**config.mk**
```make
export PLATFORM = sky130hd
export DESIGN_NAME = rpc_prep
export DESIGN_NICKNAME = d
export VERILOG_FILES = /design/src/rtl/core/rpc_pkg.sv /design/src/rtl/core/rpc_prep.sv
export SDC_FILE = /design/constraint.sdc
export NUM_CORES = 1
export LEC_CHECK = 0
export ABC_AREA = 1
export BUFFER_PORTS_ARGS = -buffer_cell sky130_fd_sc_hd__buf_2
export CORE_ASPECT_RATIO = 1.25
export CORE_MARGIN = 2
export CORE_UTILIZATION = 40
export CTS_CLUSTER_DIAMETER = 30
export DETAILED_ROUTE_END_ITERATION = 16
export MAX_ROUTING_LAYER = met4
export PLACE_DENSITY = 0.54
export SLEW_MARGIN = 20
export SYNTH_ARGS = -nofsm -noshare
export SYNTH_HDL_FRONTEND = slang
export SYNTH_SLANG_ARGS = --single-unit
```
**constraint.sdc**
```tcl
create_clock -name clk_i -period 11.2 [get_ports clk_i]
set_clock_uncertainty 0.15 [all_clocks]
set_input_delay 0.56 -clock clk_i [delete_from_list [all_inputs] [get_ports clk_i]]
set_output_delay 0.56 -clock clk_i [all_outputs]
set_load 0.03 [all_outputs]
```
**src/rtl/core/rpc_pkg.sv**
```systemverilog
// ----------------------------------------------------------------------------
// rpc_pkg: shared types and constants of the rectangular/polar converter
// Fixed-point formats, mode codes, CORDIC arctangent table and stage records.
// ----------------------------------------------------------------------------
package rpc_pkg;

  // Field format: signed Q16.16
  localparam int DATA_WIDTH = 32;
  localparam int FRAC_BITS  = 16;

  // Internal formats: x/y carry extra fraction bits, angles run in degrees Q32
  localparam int GUARD_BITS = 8;
  localparam int ANG_FRAC   = 32;
  localparam int XY_W       = DATA_WIDTH + GUARD_BITS + 4;
  localparam int Z_W        = ANG_FRAC + 11;
  localparam int ANG_R_W    = Z_W - (ANG_FRAC - FRAC_BITS);
  localparam int MAX_ITER   = 32;

  // Mode codes
  localparam logic [1:0] FUNC_RECT  = 2'd0;
  localparam logic [1:0] FUNC_POLAR = 2'd1;

  // 1/K of the converged CORDIC gain, Q0.32
  localparam int          MUL_W    = 32;
  localparam logic [MUL_W-1:0] INV_GAIN = 32'd2608131496;

  // Angle constants, degrees in Q32
  localparam logic signed [Z_W-1:0] DEG90_Z     = Z_W'(64'sd90 << ANG_FRAC);
  localparam logic signed [Z_W-1:0] NEG_DEG90_Z = -DEG90_Z;
  localparam logic signed [Z_W-1:0] DEG180_Z    = Z_W'(64'sd180 << ANG_FRAC);
  localparam logic signed [Z_W-1:0] ROUND_Z     =
    Z_W'(64'sd1 << (ANG_FRAC - FRAC_BITS - 1));

  // Angle constants, degrees in field format
  localparam logic signed [ANG_R_W-1:0] HALF_R     = ANG_R_W'(64'sd180 << FRAC_BITS);
  localparam logic signed [ANG_R_W-1:0] NEG_HALF_R = -HALF_R;
  localparam logic signed [ANG_R_W-1:0] FULL_R     = ANG_R_W'(64'sd360 << FRAC_BITS);

  // Reduction mod 360 degrees: 360 * 2^FRAC_BITS = MOD_DIV * 2^MOD_SH
  localparam int MOD_SH = FRAC_BITS + 3;
  localparam int MOD_W  = DATA_WIDTH - MOD_SH;
  localparam int REM_W  = 6;
  localparam logic [MOD_W-1:0] MOD_DIV   = MOD_W'(45);
  localparam logic [MOD_W-1:0] MOD_RECIP = MOD_W'((64'd1 << MOD_W) / 64'd45);
  // 2^DATA_WIDTH mod 360 degrees, removed from negative inputs
  localparam logic signed [ANG_R_W-1:0] WRAP_OFF =
    ANG_R_W'((64'd1 << DATA_WIDTH) % (64'd360 << FRAC_BITS));

  // atan(2^-i) in degrees, Q32
  localparam logic [63:0] ATAN_DEG_Q32 [MAX_ITER] = '{
    64'd193273528320, 64'd114096026022, 64'd60285206654, 64'd30601712202,
    64'd15360239180,  64'd7687607525,   64'd3844741810,  64'd1922488225,
    64'd961258780,    64'd480631223,    64'd240315841,   64'd120157949,
    64'd60078978,     64'd30039489,     64'd15019745,    64'd7509872,
    64'd3754936,      64'd1877468,      64'd938734,      64'd469367,
    64'd234684,       64'd117342,       64'd58671,       64'd29335,
    64'd14668,        64'd7334,         64'd3667,        64'd1833,
    64'd917,          64'd458,          64'd229,         64'd115
  };

  typedef struct packed {
    logic [1:0]                   func;
    logic signed [DATA_WIDTH-1:0] first_value;
    logic signed [DATA_WIDTH-1:0] second_value;
  } in_item_t;

  typedef struct packed {
    logic signed [DATA_WIDTH-1:0] x_out;
    logic signed [DATA_WIDTH-1:0] y_out;
    logic signed [DATA_WIDTH-1:0] magnitude_out;
    logic signed [DATA_WIDTH-1:0] angle_out;
    logic                         mode_error;
  } out_item_t;

  typedef struct packed {
    logic rect;   // vectoring (rectangular input) when set, else rotation
    logic err;    // invalid mode
    logic zero;   // rectangular zero vector
  } ctl_t;

  typedef struct packed {
    ctl_t                         ctl;
    logic signed [DATA_WIDTH-1:0] a;
    logic signed [DATA_WIDTH-1:0] b;
    logic signed [XY_W-1:0]       x;
    logic signed [XY_W-1:0]       y;
    logic signed [Z_W-1:0]        z;
  } cordic_t;

endpackage

```
**src/rtl/core/rpc_prep.sv**
```systemverilog
// ----------------------------------------------------------------------------
// rpc_prep: input conditioning for the CORDIC pipeline
// Three stages: mode decode and half-plane fold, angle reduction to
// (-180,180], quadrant fold for rotation.
// ----------------------------------------------------------------------------
module rpc_prep (
  input  logic               clk_i,
  input  logic               rst_ni,
  input  logic               in_valid_i,
  output logic               in_ready_o,
  input  rpc_pkg::in_item_t  in_data_i,
  output logic               out_valid_o,
  input  logic               out_ready_i,
  output rpc_pkg::cordic_t   out_data_o
);

  localparam int DW     = rpc_pkg::DATA_WIDTH;
  localparam int XW     = rpc_pkg::XY_W;
  localparam int ZW     = rpc_pkg::Z_W;
  localparam int RW     = rpc_pkg::ANG_R_W;
  localparam int MW     = rpc_pkg::MOD_W;
  localparam int MSH    = rpc_pkg::MOD_SH;

  // stage 1
  logic                 s1_valid_q, s1_ready;
  rpc_pkg::cordic_t     s1_d, s1_q;
  logic [MW-1:0]        s1_rem_d, s1_rem_q;
  logic [MSH-1:0]       s1_low_q;
  logic                 s1_neg_q;
  // stage 2
  logic                 s2_valid_q, s2_ready;
  logic signed [RW-1:0] s2_r_d, s2_r_q;
  rpc_pkg::cordic_t     s2_q;
  // stage 3
  logic                 s3_valid_q, s3_ready;
  rpc_pkg::cordic_t     s3_d, s3_q;

  assign s3_ready   = !s3_valid_q || out_ready_i;
  assign s2_ready   = !s2_valid_q || s3_ready;
  assign s1_ready   = !s1_valid_q || s2_ready;
  assign in_ready_o = s1_ready;

  // ---- stage 1: decode, fold left half-plane, first digit step of mod 360
  logic signed [DW-1:0] a_in, b_in;
  logic signed [XW-1:0] ax, by;
  logic [MW-1:0]        w, q;
  logic [2*MW-1:0]      w_prod;

  always_comb begin
    a_in   = in_data_i.first_value;
    b_in   = in_data_i.second_value;
    ax     = XW'(a_in) <<< rpc_pkg::GUARD_BITS;
    by     = XW'(b_in) <<< rpc_pkg::GUARD_BITS;
    w      = b_in[DW-1:MSH];
    w_prod = (2*MW)'(w) * (2*MW)'(rpc_pkg::MOD_RECIP);
    q      = w_prod[2*MW-1:MW];
    // q is exact or one short, so the remainder stays below twice the divisor
    s1_rem_d = w - MW'(q * rpc_pkg::MOD_DIV);

    s1_d          = '0;
    s1_d.a        = a_in;
    s1_d.b        = b_in;
    s1_d.ctl.zero = (a_in == '0) && (b_in == '0);
    unique case (in_data_i.func)
      rpc_pkg::FUNC_RECT: begin
        s1_d.ctl.rect = 1'b1;
        if (a_in[DW-1]) begin
          s1_d.x = -ax;
          s1_d.y = -by;
          s1_d.z = rpc_pkg::DEG180_Z;
        end else begin
          s1_d.x = ax;
          s1_d.y = by;
        end
      end
      rpc_pkg::FUNC_POLAR: begin
        s1_d.x = ax;
      end
      default: begin
        s1_d.ctl.err = 1'b1;
      end
    endcase
  end

  always_ff @(posedge clk_i or negedge rst_ni) begin
    if (!rst_ni) begin
      s1_valid_q <= 1'b0;
    end else if (s1_ready) begin
      s1_valid_q <= in_valid_i;
    end
  end

  always_ff @(posedge clk_i) begin
    if (in_valid_i && s1_ready) begin
      s1_q     <= s1_d;
      s1_rem_q <= s1_rem_d;
      s1_low_q <= in_data_i.second_value[MSH-1:0];
      s1_neg_q <= in_data_i.second_value[DW-1];
    end
  end

  // ---- stage 2: finish mod 360, wrap into (-180,180]
  logic [MW-1:0]        rem;
  logic signed [RW-1:0] u_mod, t_mod;

  always_comb begin
    rem    = (s1_rem_q >= rpc_pkg::MOD_DIV) ? s1_rem_q - rpc_pkg::MOD_DIV : s1_rem_q;
    u_mod  = RW'({rem[rpc_pkg::REM_W-1:0], s1_low_q});
    t_mod  = s1_neg_q ? u_mod - rpc_pkg::WRAP_OFF : u_mod;
    s2_r_d = (t_mod > rpc_pkg::HALF_R) ? t_mod - rpc_pkg::FULL_R : t_mod;
  end

  always_ff @(posedge clk_i or negedge rst_ni) begin
    if (!rst_ni) begin
      s2_valid_q <= 1'b0;
    end else if (s2_ready) begin
      s2_valid_q <= s1_valid_q;
    end
  end

  always_ff @(posedge clk_i) begin
    if (s1_valid_q && s2_ready) begin
      s2_q   <= s1_q;
      s2_r_q <= s2_r_d;
    end
  end

  // ---- stage 3: rotation angle in Q32, fold into [-90,90]
  logic signed [ZW-1:0] z_rot;
  logic signed [XW-1:0] x_rot;

  always_comb begin
    z_rot = ZW'(s2_r_q) <<< (rpc_pkg::ANG_FRAC - rpc_pkg::FRAC_BITS);
    x_rot = s2_q.x;
    s3_d  = s2_q;
    if (!s2_q.ctl.rect) begin
      s3_d.z = z_rot;
      if (z_rot > rpc_pkg::DEG90_Z) begin
        s3_d.x = '0;
        s3_d.y = x_rot;
        s3_d.z = z_rot - rpc_pkg::DEG90_Z;
      end else if (z_rot < rpc_pkg::NEG_DEG90_Z) begin
        s3_d.x = '0;
        s3_d.y = -x_rot;
        s3_d.z = z_rot + rpc_pkg::DEG90_Z;
      end
    end
  end

  always_ff @(posedge clk_i or negedge rst_ni) begin
    if (!rst_ni) begin
      s3_valid_q <= 1'b0;
    end else if (s3_ready) begin
      s3_valid_q <= s2_valid_q;
    end
  end

  always_ff @(posedge clk_i) begin
    if (s2_valid_q && s3_ready) begin
      s3_q <= s3_d;
    end
  end

  assign out_valid_o = s3_valid_q;
  assign out_data_o  = s3_q;

endmodule

```
### Word-level counts from Yosys, hierarchy flattened

Cells that the tools add are included.

* output and inout bits: 200
* memories kept: 0
* register bits: 657
* ROM bits: 0
* latch bits: 0
* memory bits (writable): 0

* bitwise gates (word level): 0
* equality and inequality tests: 1
* reduce and logical (&&, ||, !) cells: 15
* order comparisons: 4
* div/mod/pow operators: 0
* add/subtract/negate cells: 9
* multiplexer cells: 11
* shifts and indexed selects: 0
* multiply operators: 2

Operator list (number)
* $mux W131: 3
* $mux W88: 1
* $neg A40 Y44: 2
* $pmux W44 S2: 1
* $logic_not A32 Y1: 2
* $mux W27: 2
* $neg A44 Y44: 1
* $add A43 B40 Y43 const B: 1
* $gt A43 B40 Y1 const B: 1
* $lt A43 B40 Y1 const B: 1
* $sub A43 B40 Y43 const B: 1
* $mux W40: 1
* $gt A27 B25 Y1 const B: 1
* $sub A27 B26 Y27 const B: 1
* $sub A25 B21 Y26 const B: 1
* $mul A13 B7 Y20 const B: 1
* $ge A13 B6 Y1 const B: 1
* $mul A8 B6 Y13 const B: 1
* $sub A13 B13 Y13: 1
* $mux W6: 1
* $sub A6 B6 Y6 const B: 1
* $logic_and A1 B1 Y1: 4
* $logic_not A1 Y1: 3
* $logic_or A1 B1 Y1: 3
* other kinds (5): 6

### Logic depth before layout (Yosys ltp)

* depth after elaboration: 6
* depth in mapped cells: 37

### Least setup slack after synthesis

No wires, ideal clock.

* path kind: register -> register
* start point: register s3_valid_q, in the netlist out_valid_o
* end point: register s3_q, in the netlist out_data_o[100] (enable)
* data arrival time: 8.550 ns
* stages on the path, launching flop included: 2
* required time: 10.303 ns
* path slack: 1.754 ns
* clock period less this slack: 9.446 ns
* setup time: 0.747 ns
* path through: dfrtp_1 > a21oi_1

* cells in the longest elaborated chain, start to end: 3

RTL lines
* from (decl): line rpc_prep.sv:35 `logic s3_valid_q, s3_ready;`
* from (signal assigned): line rpc_prep.sv:154 `s3_valid_q <= s2_valid_q;`
* $logic_not A1 Y1: line rpc_prep.sv:38 `assign s3_ready = !s3_valid_q || out_ready_i;`
* $logic_or A1 B1 Y1: line rpc_prep.sv:38
* $logic_and A1 B1 Y1: line rpc_prep.sv:159 `if (s2_valid_q && s3_ready) begin`
* to (signal assigned): line rpc_prep.sv:160 `s3_q <= s3_d;`
* to (decl): line rpc_prep.sv:36 `rpc_pkg::cordic_t s3_d, s3_q;`

No other way between the ends.
A chain may end at the register's enable or synchronous reset.

### Final worst setup path

* start point: input in_data_i[30] (netlist name)
* end point: register s1_rem_q[11], data pin

* cells in the longest elaborated chain, start to end: 3

RTL lines
* from (decl): line rpc_prep.sv:11 `input rpc_pkg::in_item_t in_data_i,`
* $mul A13 B7 Y20: line rpc_prep.sv:55 `w_prod = (2*MW)'(w) * (2*MW)'(rpc_pkg::MOD_RECIP);`
* $mul A8 B6 Y13: line rpc_prep.sv:58 `s1_rem_d = w - MW'(q * rpc_pkg::MOD_DIV);`
* $sub A13 B13 Y13 (*): line rpc_prep.sv:58
* via s1_rem_d[11]: line rpc_prep.sv:27 `logic [MW-1:0] s1_rem_d, s1_rem_q;`
* to (signal assigned): line rpc_prep.sv:96 `s1_rem_q <= s1_rem_d;`
* to (decl): line rpc_prep.sv:27

The timed path passes the listed nets; every way through them passes the cells marked *.

==> metrics.yaml <==
sta:
  worst_pin_slew_ps: 1100
  clock.fmax_mhz: 136
  period_minus_slack_ps: 7340
  finalHoldViolations: 0
  fin_crit_sh_pct: 65.6
  slew_headroom_pct: 26.6
  tns_ps: 0
  worst_slack_ps: 3860
  drv_slew: 0
  finalSetupViolCount: 0
  rsz0062_at_grt: "false"
clock_network:
  cts.clk_slew.worst_paths_ps: 60
  root_buffer: "clkbuf_16"
  clk_path_buf_depth: 3
  htreeDepth: 3
  cts_tree: "done"
  cts_sinks: 470
  clk_latency_ps: 620
  numCtsBuffers: 87
placed_design:
  place_ws_ps: 3340
  port-buffer-count: 237
  hpwlAfterDp_um: 43000
  place_congestion: 0.888
synthesis:
  ys_async_sr_fraction_pct: 0.638
  synth_top_area_share_pct: 61.8
  synth_area_leader_cell: "edfxtp_1"
  ys_seq_elements: 470
  synth_edf_count: 467
  yosys_most_used_dff: "edfxtp_1"
  synthesis.area_um2: 22700
  syn_area_per_cell_um2: 11.3
  synth.most_common_cell: "edfxtp_1"
  synth-seq-area-share_pct: 62.1
  ys_types: 55
  synth_area_leaders: "edfxtp_1, ha_1, nand2_1"
  netlist_instances: 2005
  synthTopCellsByCount: "edfxtp_1, nand2_1, inv_1"
  yosysWarnings: 0
floorplanning:
  num_rows: 97
  initial_core_util_pct: 40.5
  core_um2: 56100
  io_pins: 270
  die_h_um: 270
  die_area_um2: 58700
  chipWidth_um: 217
global_route:
  grt_max_degree: 167
  grt_usage_pct: 20.7
  first_global_vias: 15300
  antenna_found_initial: 0
  grt_pass1_wl_um: 89600
  grt_remaining_overflow: 0
critical_path:
  cp_max_fo: 6
  timing.rr.start: "s2_r_q[23]$_DFFE_PP_"
  critPathKind: "input port to register"
  reg2reg_slack_ps: 7630
  worst_ep_arrival_time_ps: 7540
  crit_end: "s1_rem_q[11]$_DFFE_PP_"
  max_stage_delay_ps: 520
  critPathSlowestCell: "fa_1"
  reg2reg_depth: 12
  cp-end-kind: "register"
  setup.worst_path.start: "in_data_i[30]"
  required_ps: 11390
  r2r_end: "out_data_o[58]$_DFFE_PP_"
  critPathLaunchType: "input port"
routing:
  wl_per_cell_um: 18.8
  firstDrtPassIters: 6
  drc: 0
  viasPerCell: 4.93
  ant_nets: 0
  drt-initial-drc-count: 1125
  totalWireLength_um: 58800
  vias: 15500
hold_path:
  holdCritPathClass: "input port to register"
finish:
  antennaDiodeCount: 0
  nNetsFinal: 2518
  area_growth_syn_to_layout_pct: 23.3
  utilization_pct: 49.9
  layout-drive-gt1-share_pct: 18.4
  fill_cells: 5075
job:
  maxCapViolations: 0
run_status:
  outcome: "finished clean"
cells in the final DEF (no fill, tap or decap), types with 10 or more instances in the layout:
| cell type | netlist | layout |
|---|---|---|
| clkinvlp_4 | 0 | 14 |
| fa_1 | 40 | 40 |
| nand4_1 | 17 | 17 |
| o211ai_1 | 10 | 10 |
| ha_1 | 89 | 89 |
| o21ai_1 | 15 | 15 |
| nand3_1 | 88 | 88 |
| clkbuf_16 | 0 | 89 |
| o21ai_0 | 113 | 113 |
| nor3_1 | 35 | 35 |
| a21oi_1 | 138 | 137 |
| inv_1 | 249 | 247 |
| nand2_1 | 270 | 270 |
| edfxtp_1 | 467 | 467 |
| bufinv_16 | 0 | 15 |
| conb_1 | 1 | 32 |
| nor2_1 | 230 | 230 |
| inv_6 | 0 | 13 |
| buf_4 | 32 | 10 |
| nor4_1 | 11 | 11 |
| xor2_1 | 40 | 40 |
| buf_2 | 11 | 237 |
| xnor2_1 | 16 | 16 |
| dlygate4sd3_1 | 0 | 19 |
worst min-delay path by stage:
stage | start | to | slack [ps] | depth (start not counted)
6_report | in_data_i[38] | s1_q[169]$_DFFE_PP_ | 40 | 1
5_1_grt | in_data_i[61] | s1_q[192]$_DFFE_PP_ | 9 | 1
2_1_floorplan | rst_ni | out_valid_o$_DFFE_PN0P_ | 110 | 0
3_5_place_dp | rst_ni | out_valid_o$_DFFE_PN0P_ | 210 | 1
3_3_place_gp | rst_ni | out_valid_o$_DFFE_PN0P_ | 210 | 1
4_1_cts | in_data_i[0] | s1_q[131]$_DFFE_PP_ | 0.6 | 1
cells by family after synthesis:
family / count (synthesis) / share of synthesized area [%]
and+or+nand+nor: 693 / 13.2
DFF: 470 / 62.1
buffers and inverters: 331 / 6.13
AOI/OAI and AO/OA: 324 / 7.78
adders and majority gates: 129 / 8.44
xor gates and xnor gates: 57 / 2.26
other: 1 / 0.0165
worst max-delay path, delay by kind of cell:
family / cells / cell delay, ps
buf+inv: 7 / 500
compound gates: 9 / 1660
xor+xnor: 2 / 370
fa+ha+maj: 9 / 3890
simple gates: 7 / 540
routing by layer:
metal  routed length (um)  track usage (%)  vias up
met4                 1570             7.82        0
met2                30300             35.3      399
met5                    0                -        -
met3                 2870             3.31       93
met1                24100             24.7     7441
li1                     -                -     7528
repair_timing:
| item | in CTS | in global routing |
|---|---|---|
| resized for setup | 0 | 0 |
| buffers inserted | 0 | 0 |
| hold buffers | 18 | 1 |
| hold endpoints to repair | 20 | 1 |
area by class of cell:
class	instances	area, um2	area share (%)
clock inverter	69	931	3.33
multi-input combinational	1235	7320	26.2
inverter	258	978	3.50
clock buffer	95	2250	8.04
sequential	470	14100	50.4
timing repair buffer	267	1470	5.26
tap	742	928	3.32
per-stage QoR:
step,cells,instance area [um2],hold WS [ps]
4_1_cts,3135,28000,0.580
2_1_floorplan,2036,22800,114
3_5_place_dp,2953,24600,214
3_3_place_gp,2953,24600,208
5_1_grt,3136,28000,9.08
6_report,3136,28000,37.6
sequential cells by signal (all words and copies together), names as in the netlist:
signal,cells
out_data_o,166
s1_rem_q,13
s1_q,140
s2_q,85
out_valid_o,1
s2_valid_q,1
x_rot,36
s2_r_q,27
s1_valid_q,1
Power is left out: the tool's default activity adds up to more than one toggle a clock period on the data nets, which glitch-free logic cannot reach.
