--- config.mk ---
export PLATFORM = sky130hd
export DESIGN_NAME = rpc_post
export DESIGN_NICKNAME = d
export VERILOG_FILES = /design/src/rtl/core/rpc_pkg.sv /design/src/rtl/core/rpc_post.sv
export SDC_FILE = /design/constraint.sdc
export NUM_CORES = 2
export LEC_CHECK = 0
export ABC_AREA = 1
export BUFFER_PORTS_ARGS = -buffer_cell sky130_fd_sc_hd__buf_2
export CAP_MARGIN = 5
export CELL_PAD_IN_SITES_DETAIL_PLACEMENT = 0
export CELL_PAD_IN_SITES_GLOBAL_PLACEMENT = 1
export CORE_MARGIN = 2
export CORE_UTILIZATION = 35
export DETAILED_ROUTE_END_ITERATION = 6
export HOLD_SLACK_MARGIN = 0.12
export PLACE_DENSITY_LB_ADDON = 0.1
export SKIP_CTS_REPAIR_TIMING = 1
export SLEW_MARGIN = 20
export SYNTH_ARGS = -nofsm -noshare
export SYNTH_HDL_FRONTEND = slang
export SYNTH_SLANG_ARGS = --single-unit
--- constraint.sdc ---
create_clock -name clk_i -period 12.9 [get_ports clk_i]
set_input_delay 1.29 -clock clk_i [delete_from_list [all_inputs] [get_ports clk_i]]
set_output_delay 1.29 -clock clk_i [all_outputs]
set_load 0.01 [all_outputs]
--- src/rtl/core/rpc_pkg.sv ---
// ----------------------------------------------------------------------------
// rpc_pkg: shared types and constants of the rectangular/polar converter
// Fixed-point formats, mode codes, CORDIC arctangent table and stage records.
// ----------------------------------------------------------------------------
package rpc_pkg;

  // Field format: signed Q16.16
  localparam int DATA_WIDTH = 32;
  localparam int FRAC_BITS  = 16;

  // Internal formats: x/y carry extra fraction bits, angles run in degrees Q32
  localparam int GUARD_BITS = 8;
  localparam int ANG_FRAC   = 32;
  localparam int XY_W       = DATA_WIDTH + GUARD_BITS + 4;
  localparam int Z_W        = ANG_FRAC + 11;
  localparam int ANG_R_W    = Z_W - (ANG_FRAC - FRAC_BITS);
  localparam int MAX_ITER   = 32;

  // Mode codes
  localparam logic [1:0] FUNC_RECT  = 2'd0;
  localparam logic [1:0] FUNC_POLAR = 2'd1;

  // 1/K of the converged CORDIC gain, Q0.32
  localparam int          MUL_W    = 32;
  localparam logic [MUL_W-1:0] INV_GAIN = 32'd2608131496;

  // Angle constants, degrees in Q32
  localparam logic signed [Z_W-1:0] DEG90_Z     = Z_W'(64'sd90 << ANG_FRAC);
  localparam logic signed [Z_W-1:0] NEG_DEG90_Z = -DEG90_Z;
  localparam logic signed [Z_W-1:0] DEG180_Z    = Z_W'(64'sd180 << ANG_FRAC);
  localparam logic signed [Z_W-1:0] ROUND_Z     =
    Z_W'(64'sd1 << (ANG_FRAC - FRAC_BITS - 1));

  // Angle constants, degrees in field format
  localparam logic signed [ANG_R_W-1:0] HALF_R     = ANG_R_W'(64'sd180 << FRAC_BITS);
  localparam logic signed [ANG_R_W-1:0] NEG_HALF_R = -HALF_R;
  localparam logic signed [ANG_R_W-1:0] FULL_R     = ANG_R_W'(64'sd360 << FRAC_BITS);

  // Reduction mod 360 degrees: 360 * 2^FRAC_BITS = MOD_DIV * 2^MOD_SH
  localparam int MOD_SH = FRAC_BITS + 3;
  localparam int MOD_W  = DATA_WIDTH - MOD_SH;
  localparam int REM_W  = 6;
  localparam logic [MOD_W-1:0] MOD_DIV   = MOD_W'(45);
  localparam logic [MOD_W-1:0] MOD_RECIP = MOD_W'((64'd1 << MOD_W) / 64'd45);
  // 2^DATA_WIDTH mod 360 degrees, removed from negative inputs
  localparam logic signed [ANG_R_W-1:0] WRAP_OFF =
    ANG_R_W'((64'd1 << DATA_WIDTH) % (64'd360 << FRAC_BITS));

  // atan(2^-i) in degrees, Q32
  localparam logic [63:0] ATAN_DEG_Q32 [MAX_ITER] = '{
    64'd193273528320, 64'd114096026022, 64'd60285206654, 64'd30601712202,
    64'd15360239180,  64'd7687607525,   64'd3844741810,  64'd1922488225,
    64'd961258780,    64'd480631223,    64'd240315841,   64'd120157949,
    64'd60078978,     64'd30039489,     64'd15019745,    64'd7509872,
    64'd3754936,      64'd1877468,      64'd938734,      64'd469367,
    64'd234684,       64'd117342,       64'd58671,       64'd29335,
    64'd14668,        64'd7334,         64'd3667,        64'd1833,
    64'd917,          64'd458,          64'd229,         64'd115
  };

  typedef struct packed {
    logic [1:0]                   func;
    logic signed [DATA_WIDTH-1:0] first_value;
    logic signed [DATA_WIDTH-1:0] second_value;
  } in_item_t;

  typedef struct packed {
    logic signed [DATA_WIDTH-1:0] x_out;
    logic signed [DATA_WIDTH-1:0] y_out;
    logic signed [DATA_WIDTH-1:0] magnitude_out;
    logic signed [DATA_WIDTH-1:0] angle_out;
    logic                         mode_error;
  } out_item_t;

  typedef struct packed {
    logic rect;   // vectoring (rectangular input) when set, else rotation
    logic err;    // invalid mode
    logic zero;   // rectangular zero vector
  } ctl_t;

  typedef struct packed {
    ctl_t                         ctl;
    logic signed [DATA_WIDTH-1:0] a;
    logic signed [DATA_WIDTH-1:0] b;
    logic signed [XY_W-1:0]       x;
    logic signed [XY_W-1:0]       y;
    logic signed [Z_W-1:0]        z;
  } cordic_t;

endpackage

--- src/rtl/core/rpc_post.sv ---
// ----------------------------------------------------------------------------
// rpc_post: gain removal, angle rounding and result assembly
// Four stages: magnitude/round, multiply by 1/K, sum/round, saturate/select.
// ----------------------------------------------------------------------------
module rpc_post (
  input  logic               clk_i,
  input  logic               rst_ni,
  input  logic               in_valid_i,
  output logic               in_ready_o,
  input  rpc_pkg::cordic_t   in_data_i,
  output logic               out_valid_o,
  input  logic               out_ready_i,
  output rpc_pkg::out_item_t out_data_o
);

  localparam int DW   = rpc_pkg::DATA_WIDTH;
  localparam int XW   = rpc_pkg::XY_W;
  localparam int ZW   = rpc_pkg::Z_W;
  localparam int RW   = rpc_pkg::ANG_R_W;
  localparam int MW   = rpc_pkg::MUL_W;
  localparam int GB   = rpc_pkg::GUARD_BITS;
  localparam int SH   = rpc_pkg::ANG_FRAC - rpc_pkg::FRAC_BITS;
  localparam int SW   = XW + 1;
  localparam int PW   = SW - GB;
  localparam logic [SW-1:0] ROUND_G = SW'(64'd1 << (GB - 1));
  localparam logic [PW-1:0] MAX_MAG = PW'((64'd1 << (DW - 1)) - 64'd1);
  localparam logic [PW-1:0] MIN_MAG = PW'(64'd1 << (DW - 1));

  function automatic logic signed [DW-1:0] sat_mag(input logic neg, input logic [PW-1:0] p);
    logic signed [DW-1:0] r;
    if (neg) begin
      r = (p > MIN_MAG) ? {1'b1, {(DW-1){1'b0}}} : -p[DW-1:0];
    end else begin
      r = (p > MAX_MAG) ? {1'b0, {(DW-1){1'b1}}} : p[DW-1:0];
    end
    return r;
  endfunction

  logic p1_valid_q, p2_valid_q, p3_valid_q, p4_valid_q;
  logic p1_ready, p2_ready, p3_ready, p4_ready;

  assign p4_ready   = !p4_valid_q || out_ready_i;
  assign p3_ready   = !p3_valid_q || p4_ready;
  assign p2_ready   = !p2_valid_q || p3_ready;
  assign p1_ready   = !p1_valid_q || p2_ready;
  assign in_ready_o = p1_ready;

  // ---- P1: absolute values, angle rounding to field format
  rpc_pkg::ctl_t        p1_ctl_q;
  logic signed [DW-1:0] p1_a_q, p1_b_q;
  logic                 p1_xneg_q, p1_yneg_q;
  logic [XW-1:0]        p1_xabs_q, p1_yabs_q;
  logic signed [RW-1:0] p1_ang_q;
  logic signed [XW-1:0] x_in, y_in;
  logic signed [ZW-1:0] z_rnd;

  always_comb begin
    x_in  = in_data_i.x;
    y_in  = in_data_i.y;
    z_rnd = in_data_i.z + rpc_pkg::ROUND_Z;
  end

  always_ff @(posedge clk_i or negedge rst_ni) begin
    if (!rst_ni) begin
      p1_valid_q <= 1'b0;
    end else if (p1_ready) begin
      p1_valid_q <= in_valid_i;
    end
  end

  always_ff @(posedge clk_i) begin
    if (in_valid_i && p1_ready) begin
      p1_ctl_q  <= in_data_i.ctl;
      p1_a_q    <= in_data_i.a;
      p1_b_q    <= in_data_i.b;
      p1_xneg_q <= x_in[XW-1];
      p1_yneg_q <= y_in[XW-1];
      p1_xabs_q <= x_in[XW-1] ? -x_in : x_in;
      p1_yabs_q <= y_in[XW-1] ? -y_in : y_in;
      p1_ang_q  <= z_rnd[ZW-1:SH];
    end
  end

  // ---- P2: partial products of |v| * 1/K, angle wrap into (-180,180]
  rpc_pkg::ctl_t        p2_ctl_q;
  logic signed [DW-1:0] p2_a_q, p2_b_q;
  logic                 p2_xneg_q, p2_yneg_q;
  logic [XW-1:0]        p2_xhi_q, p2_yhi_q;
  logic [2*MW-1:0]      p2_xlo_q, p2_ylo_q;
  logic signed [RW-1:0] p2_ang_d, p2_ang_q;

  always_comb begin
    if (p1_ang_q > rpc_pkg::HALF_R) begin
      p2_ang_d = p1_ang_q - rpc_pkg::FULL_R;
    end else if (p1_ang_q <= rpc_pkg::NEG_HALF_R) begin
      p2_ang_d = p1_ang_q + rpc_pkg::FULL_R;
    end else begin
      p2_ang_d = p1_ang_q;
    end
  end

  always_ff @(posedge clk_i or negedge rst_ni) begin
    if (!rst_ni) begin
      p2_valid_q <= 1'b0;
    end else if (p2_ready) begin
      p2_valid_q <= p1_valid_q;
    end
  end

  always_ff @(posedge clk_i) begin
    if (p1_valid_q && p2_ready) begin
      p2_ctl_q  <= p1_ctl_q;
      p2_a_q    <= p1_a_q;
      p2_b_q    <= p1_b_q;
      p2_xneg_q <= p1_xneg_q;
      p2_yneg_q <= p1_yneg_q;
      p2_xhi_q  <= XW'(p1_xabs_q[XW-1:MW]) * XW'(rpc_pkg::INV_GAIN);
      p2_yhi_q  <= XW'(p1_yabs_q[XW-1:MW]) * XW'(rpc_pkg::INV_GAIN);
      p2_xlo_q  <= (2*MW)'(p1_xabs_q[MW-1:0]) * (2*MW)'(rpc_pkg::INV_GAIN);
      p2_ylo_q  <= (2*MW)'(p1_yabs_q[MW-1:0]) * (2*MW)'(rpc_pkg::INV_GAIN);
      p2_ang_q  <= p2_ang_d;
    end
  end

  // ---- P3: floor of the full product, round half away from zero
  rpc_pkg::ctl_t        p3_ctl_q;
  logic signed [DW-1:0] p3_a_q, p3_b_q, p3_ang_q;
  logic                 p3_xneg_q, p3_yneg_q;
  logic [PW-1:0]        p3_xmag_q, p3_ymag_q;
  logic [SW-1:0]        xsum, ysum;

  always_comb begin
    xsum = SW'(p2_xhi_q) + SW'(p2_xlo_q[2*MW-1:MW]) + ROUND_G;
    ysum = SW'(p2_yhi_q) + SW'(p2_ylo_q[2*MW-1:MW]) + ROUND_G;
  end

  always_ff @(posedge clk_i or negedge rst_ni) begin
    if (!rst_ni) begin
      p3_valid_q <= 1'b0;
    end else if (p3_ready) begin
      p3_valid_q <= p2_valid_q;
    end
  end

  always_ff @(posedge clk_i) begin
    if (p2_valid_q && p3_ready) begin
      p3_ctl_q  <= p2_ctl_q;
      p3_a_q    <= p2_a_q;
      p3_b_q    <= p2_b_q;
      p3_xneg_q <= p2_xneg_q;
      p3_yneg_q <= p2_yneg_q;
      p3_xmag_q <= xsum[SW-1:GB];
      p3_ymag_q <= ysum[SW-1:GB];
      p3_ang_q  <= DW'(p2_ang_q);
    end
  end

  // ---- P4: saturate, select by mode, output register
  rpc_pkg::out_item_t   p4_d, p4_q;
  logic signed [DW-1:0] x_sat, y_sat;

  always_comb begin
    x_sat = sat_mag(p3_xneg_q, p3_xmag_q);
    y_sat = sat_mag(p3_yneg_q, p3_ymag_q);
    p4_d  = '0;
    if (p3_ctl_q.err) begin
      p4_d.mode_error = 1'b1;
    end else if (p3_ctl_q.rect) begin
      p4_d.x_out = p3_a_q;
      p4_d.y_out = p3_b_q;
      if (!p3_ctl_q.zero) begin
        p4_d.magnitude_out = x_sat;
        p4_d.angle_out     = p3_ang_q;
      end
    end else begin
      p4_d.x_out         = x_sat;
      p4_d.y_out         = y_sat;
      p4_d.magnitude_out = p3_a_q;
      p4_d.angle_out     = p3_b_q;
    end
  end

  always_ff @(posedge clk_i or negedge rst_ni) begin
    if (!rst_ni) begin
      p4_valid_q <= 1'b0;
    end else if (p4_ready) begin
      p4_valid_q <= p3_valid_q;
    end
  end

  always_ff @(posedge clk_i) begin
    if (p3_valid_q && p4_ready) begin
      p4_q <= p4_d;
    end
  end

  assign out_valid_o = p4_valid_q;
  assign out_data_o  = p4_q;

endmodule
Word level (Yosys, flattened, before mapping)
Cells that the tools add are included.

Flip-flop bits (word level): 787. Bits of input ports: 202.

Add/sub/neg operators: 11. Multiply operators: 4. Order comparisons: 6. Multiplexer cells: 13. Reduce and logical (&&, ||, !) cells: 12.

Operators with widths (count): $mux 32 (6); $mux 128 (1); $mul 32x29->61 const B (2); $add 44x32->45 (2); $add 45x8->45 const B (2); $neg 44->44 (2); $mux 43 (2); $mul 12x29->41 const B (2); $gt 37x31->1 const B (2); $gt 37x32->1 const B (2); $mux 64 (1); $neg 32->32 (2); $mux 27 (2); $add 43x17->43 const B (1); $add 27x26->27 const B (1); $gt 27x25->1 const B (1); $le 27x25->1 const B (1); $sub 27x26->27 const B (1); $logic_and 1x1->1 (4); $logic_not 1->1 (4); $logic_or 1x1->1 (4); $mux 1 (1).

Longest topological paths before layout
Depth in word-level cells: 6. Mapped depth: 27. Gate-level depth less buffers: 27.

Least setup slack after synthesis
No wires, ideal clock.

Kind: input-to-reg. From: in out_ready_i. To: reg p1_a_q[0], enable pin. Library setup time: 0.735 ns. Data arrival time: 9.352 ns. Required time: 12.165 ns. Setup slack: 2.813 ns. Stages on the path: 8. Buffers on the path: 0. Path through: nor2_1 > inv_1 > nor2_1 > inv_1 > nor2_1 > inv_1 > nor2_1 > nor2_1.

Cells in the longest elaborated chain, start to end: 5.

Ends and longest elaborated chain: start: declaration (line rpc_post.sv:12) `input logic out_ready_i,`; $logic_or 1x1->1 (line rpc_post.sv:42) `assign p4_ready = !p4_valid_q || out_ready_i;`; $logic_or 1x1->1 (line rpc_post.sv:43) `assign p3_ready = !p3_valid_q || p4_ready;`; $logic_or 1x1->1 (line rpc_post.sv:44) `assign p2_ready = !p2_valid_q || p3_ready;`; $logic_or 1x1->1 (line rpc_post.sv:45) `assign p1_ready = !p1_valid_q || p2_ready;`; $logic_and 1x1->1 (line rpc_post.sv:72) `if (in_valid_i && p1_ready) begin`; end signal: assignment (line rpc_post.sv:74) `p1_a_q <= in_data_i.a;`; end: declaration (line rpc_post.sv:50) `logic signed [DW-1:0] p1_a_q, p1_b_q;`.

No other way between the ends. A chain may end at the register's enable or synchronous reset.

Worst setup path in the final report
From: reg p1_yabs_q[9]. To: reg p2_ylo_q[55], data pin.

Cells in the longest elaborated chain, start to end: 1.

Ends and longest elaborated chain: start: declaration (line rpc_post.sv:52) `logic [XW-1:0] p1_xabs_q, p1_yabs_q;`; start signal: assignment (line rpc_post.sv:79) `p1_yabs_q <= y_in[XW-1] ? -y_in : y_in;`; $mul 32x29->61 (line rpc_post.sv:120) `p2_ylo_q <= (2*MW)'(p1_yabs_q[MW-1:0]) * (2*MW)'(rpc_pkg::INV_GAIN);`; end signal: assignment (line rpc_post.sv:120); end: declaration (line rpc_post.sv:89) `logic [2*MW-1:0] p2_xlo_q, p2_ylo_q;`.

No other way between the ends.

==> impl_summary.txt <==
----------------------------------------------------
[Outcome]
  Result of the run ... finished, final reports clean

[Timing]
  Slew at the pin closest to its max-slew limit ... approximately 1100 ps
  Relative slew slack ... about 28%
  Count of endpoints failing setup in the final report ... 0
  Layout Skew ... ~42 ps
  Achievable clock frequency ... 0.129 GHz
  Setup repair after global routing missed its margin ... false
  Sum of negative setup slack ... 0 ps
  Final critical delay including setup and external delays ... around 7700 ps
  Number of hold violations in the final report ... 0
  Final critical-path share of the clock period ... between 60% and 70%
  Max-slew violation count ... 0

[Yosys]
  Cell type with the highest aggregate area in the netlist ... fa_1
  Total of warnings raised by yosys ... 0
  Ys async rst share ... less than 1%
  Count of distinct cell types in the synthesized netlist ... 53
  Syn Std Cell Area ... 0.0876 mm²
  Prevailing post-synth register cell ... edfxtp_1
  Register area share after synthesis ... 24.8%
  Post-Syn Nets ... 12,100
  Synthesized instance count ... roughly 9,700
  Dominant cells by area after synthesis ... fa_1 (27%), edfxtp_1 (25%), ha_1 (15%)
  Avg Cell Area, Syn ... ~9 µm²
  Area fraction of the dominant cell type after synthesis ... between 20% and 30%
  EDFF count, synth ... 719
  Register bit count reported by yosys ... 723

[Clock network]
  CTS tree ... done
  H-Tree Level Count ... 3
  Master cell of the clock root buffer ... clkbuf_16
  Max Buffers Root-to-Sink ... 3
  Clock latency on the worst-skew pair ... approximately 740 ps
  TritonCTS Buffers ... 90
  Clock net sink count ... ~720
  Clock input transition at the sequential cells of the worst setup and hold paths ... roughly 60 ps

[Setup path]
  Critical-path maximum fanout ... 6
  Kind of capture point of the worst setup path ... flip-flop
  Critical path start-end classification ... flip-flop to flip-flop
  Data required time of the worst path ... 13,370 ps
  CP Data Arrival Time ... 8210 ps
  Element type at the critical path start ... flip-flop
  Cell count of the worst reg-to-reg path ... 23

[Flow run]
  Max-cap violation count ... 0

[Final layout]
  Area overhead of the layout relative to synthesis ... 9.90%
  Share of cells above drive strength 1 ... under 10%
  Post-layout nets ... between 10,000 and 15,000
  Number of filler instances in the final layout ... 25,500

[Global routing]
  Maximum number of pins on one net before global-route repair ... just under 80
  Gr usage total ... 22.2%
  First-pass GRT wire length ... ~430,000 µm
  Final global-route overflow total ... 0
  Number of antenna violations at the first check in global routing ... 27
  Via count of the first global-routing pass ... just under 70,000

[Floorplan]
  Starting density of the core ... 35.2%
  IO Pins ... between 300 and 400
  Chip Width ... approximately 500 µm
  Die Span Y ... a little over 500 µm
  Site row count ... between 150 and 200
  Floorplan Core Area ... between 0.2 and 0.25 mm²
  Total Die Area ... 0.254 mm²

[Detailed routing]
  Post-detailed-routing wire length ... between 200,000 and 300,000 µm
  Vias post-DR ... between 60,000 and 70,000
  Post-detailed-route wirelength per cell ... approximately 21 µm
  Detail Route Antenna Nets ... 0
  Remaining design rule violation count ... 0
  Drt pass-1 iters ... 6
  Drt initial violations ... between 4,000 and 5,000
  Via-to-Cell Ratio ... roughly 4.8

[Place]
  Estimated wirelength of the detail-placed design ... 243,000 µm
  Weighted congestion reported at the end of routability-driven placement ... 0.913
  PortBufs ... 317

[Hold path]
  Kind of path behind the tightest hold check ... input pin to async pin

----------------------------------------------------
## final timing paths
path / slack, ps / endpoint / startpoint
worst max-delay path: 5160 / p2_ylo_q[55] / p1_yabs_q[9]
min in group clk_i: 410 / p2_a_q[20] / p1_a_q[20]
worst min register to register: 410 / p2_a_q[20] / p1_a_q[20]
max in group asynchronous: 12430 / p3_valid_q / rst_ni
worst max register to register: 5160 / p2_ylo_q[55] / p1_yabs_q[9]
worst min-delay path: 350 / p1_valid_q / rst_ni
## area by class of cell
type                    count  area, µm²  area share, %
clock inverters            52        573          0.595
repair buffers            360       1910           1.98
clock buffers             110       2350           2.44
well taps                3330       4170           4.33
diodes                      4       10.0         0.0104
inverters                2545       9570           9.94
flip-flops and latches    723      21700           22.5
multi-input cells        6357      56000           58.2
## metal layers
| layer | up-vias | routed length, µm | track usage (%) |
|---|---|---|---|
| met4 | 10 | 5560 | 4.23 |
| met1 | 31700 | 135000 | 32.0 |
| li1 | 31000 | - | - |
| met5 | - | 60 | 0 |
| met2 | 1407 | 128000 | 35.6 |
| met3 | 222 | 13200 | 2.91 |
## cell usage after synthesis (106+ instances only)
master,n
ha_1,1037
nand3_1,356
o21ai_0,317
a21oi_1,425
xor2_1,208
nand2_1,1468
nand4_1,126
inv_1,2540
nor2_1,842
edfxtp_1,719
nor3_1,106
fa_1,1170
## cell usage in the layout (no fill, tap or decap), drive strengths merged, types with 208 or more instances in the layout
cell,instances
o21ai,321
inv,2551
nand2,1476
ha,1037
xor2,208
nand3,357
nor2,857
buf,360
edfxtp,719
a21oi,428
fa,1170
## registers in the layout (all words and copies together) (netlist names), 37 cells and up
register	count
out_data_o	129
p2_yhi_q	41
p1_xabs_q	44
p1_yabs_q	44
p3_ymag_q	37
p3_xmag_q	37
p2_xhi_q	41
## stage by stage
step	cell area (µm²)	instances	hold WS, ps	setup WS (ps)	utilization, %
3_3_place_gp	93400	13300	400	5100	37.5
5_1_grt	96300	13500	309	4730	38.7
2_1_floorplan	87600	9707	400	2810	-
3_5_place_dp	93400	13300	405	5100	37.5
6_report	96300	13500	353	5160	38.7
4_1_cts	96300	13500	277	5100	38.7
## kinds of logic after synthesis
logic type                 Yosys count  share of synthesized area, %
DFF                                723                          24.8
buffers and inverters             2627                          11.3
adders and majority gates         2207                          41.5
and+or+nand+nor                   2999                          14.3
AOI/OAI and AO/OA                  882                          5.40
xor gates and xnor gates           269                          2.69
## worst max-delay path, stage by stage (launching register included)
cell      delay, ps
edfxtp_1        680
inv_1           410
fa_1            580
fa_1            500
inv_1            50
fa_1            470
fa_1            590
fa_1            460
fa_1            480
fa_1            650
inv_1            90
fa_1            490
inv_1            40
ha_1            300
nand2_1         170
inv_1            60
a21oi_1         470
o21ai_0         270
a21oi_1         300
nor2_1           90
nor2_1          140
nand2_1          70
nand2_1          60
nand2_1          50
Power is left out: the tool's default activity adds up to more than one toggle a clock period on the data nets, which glitch-free logic cannot reach.
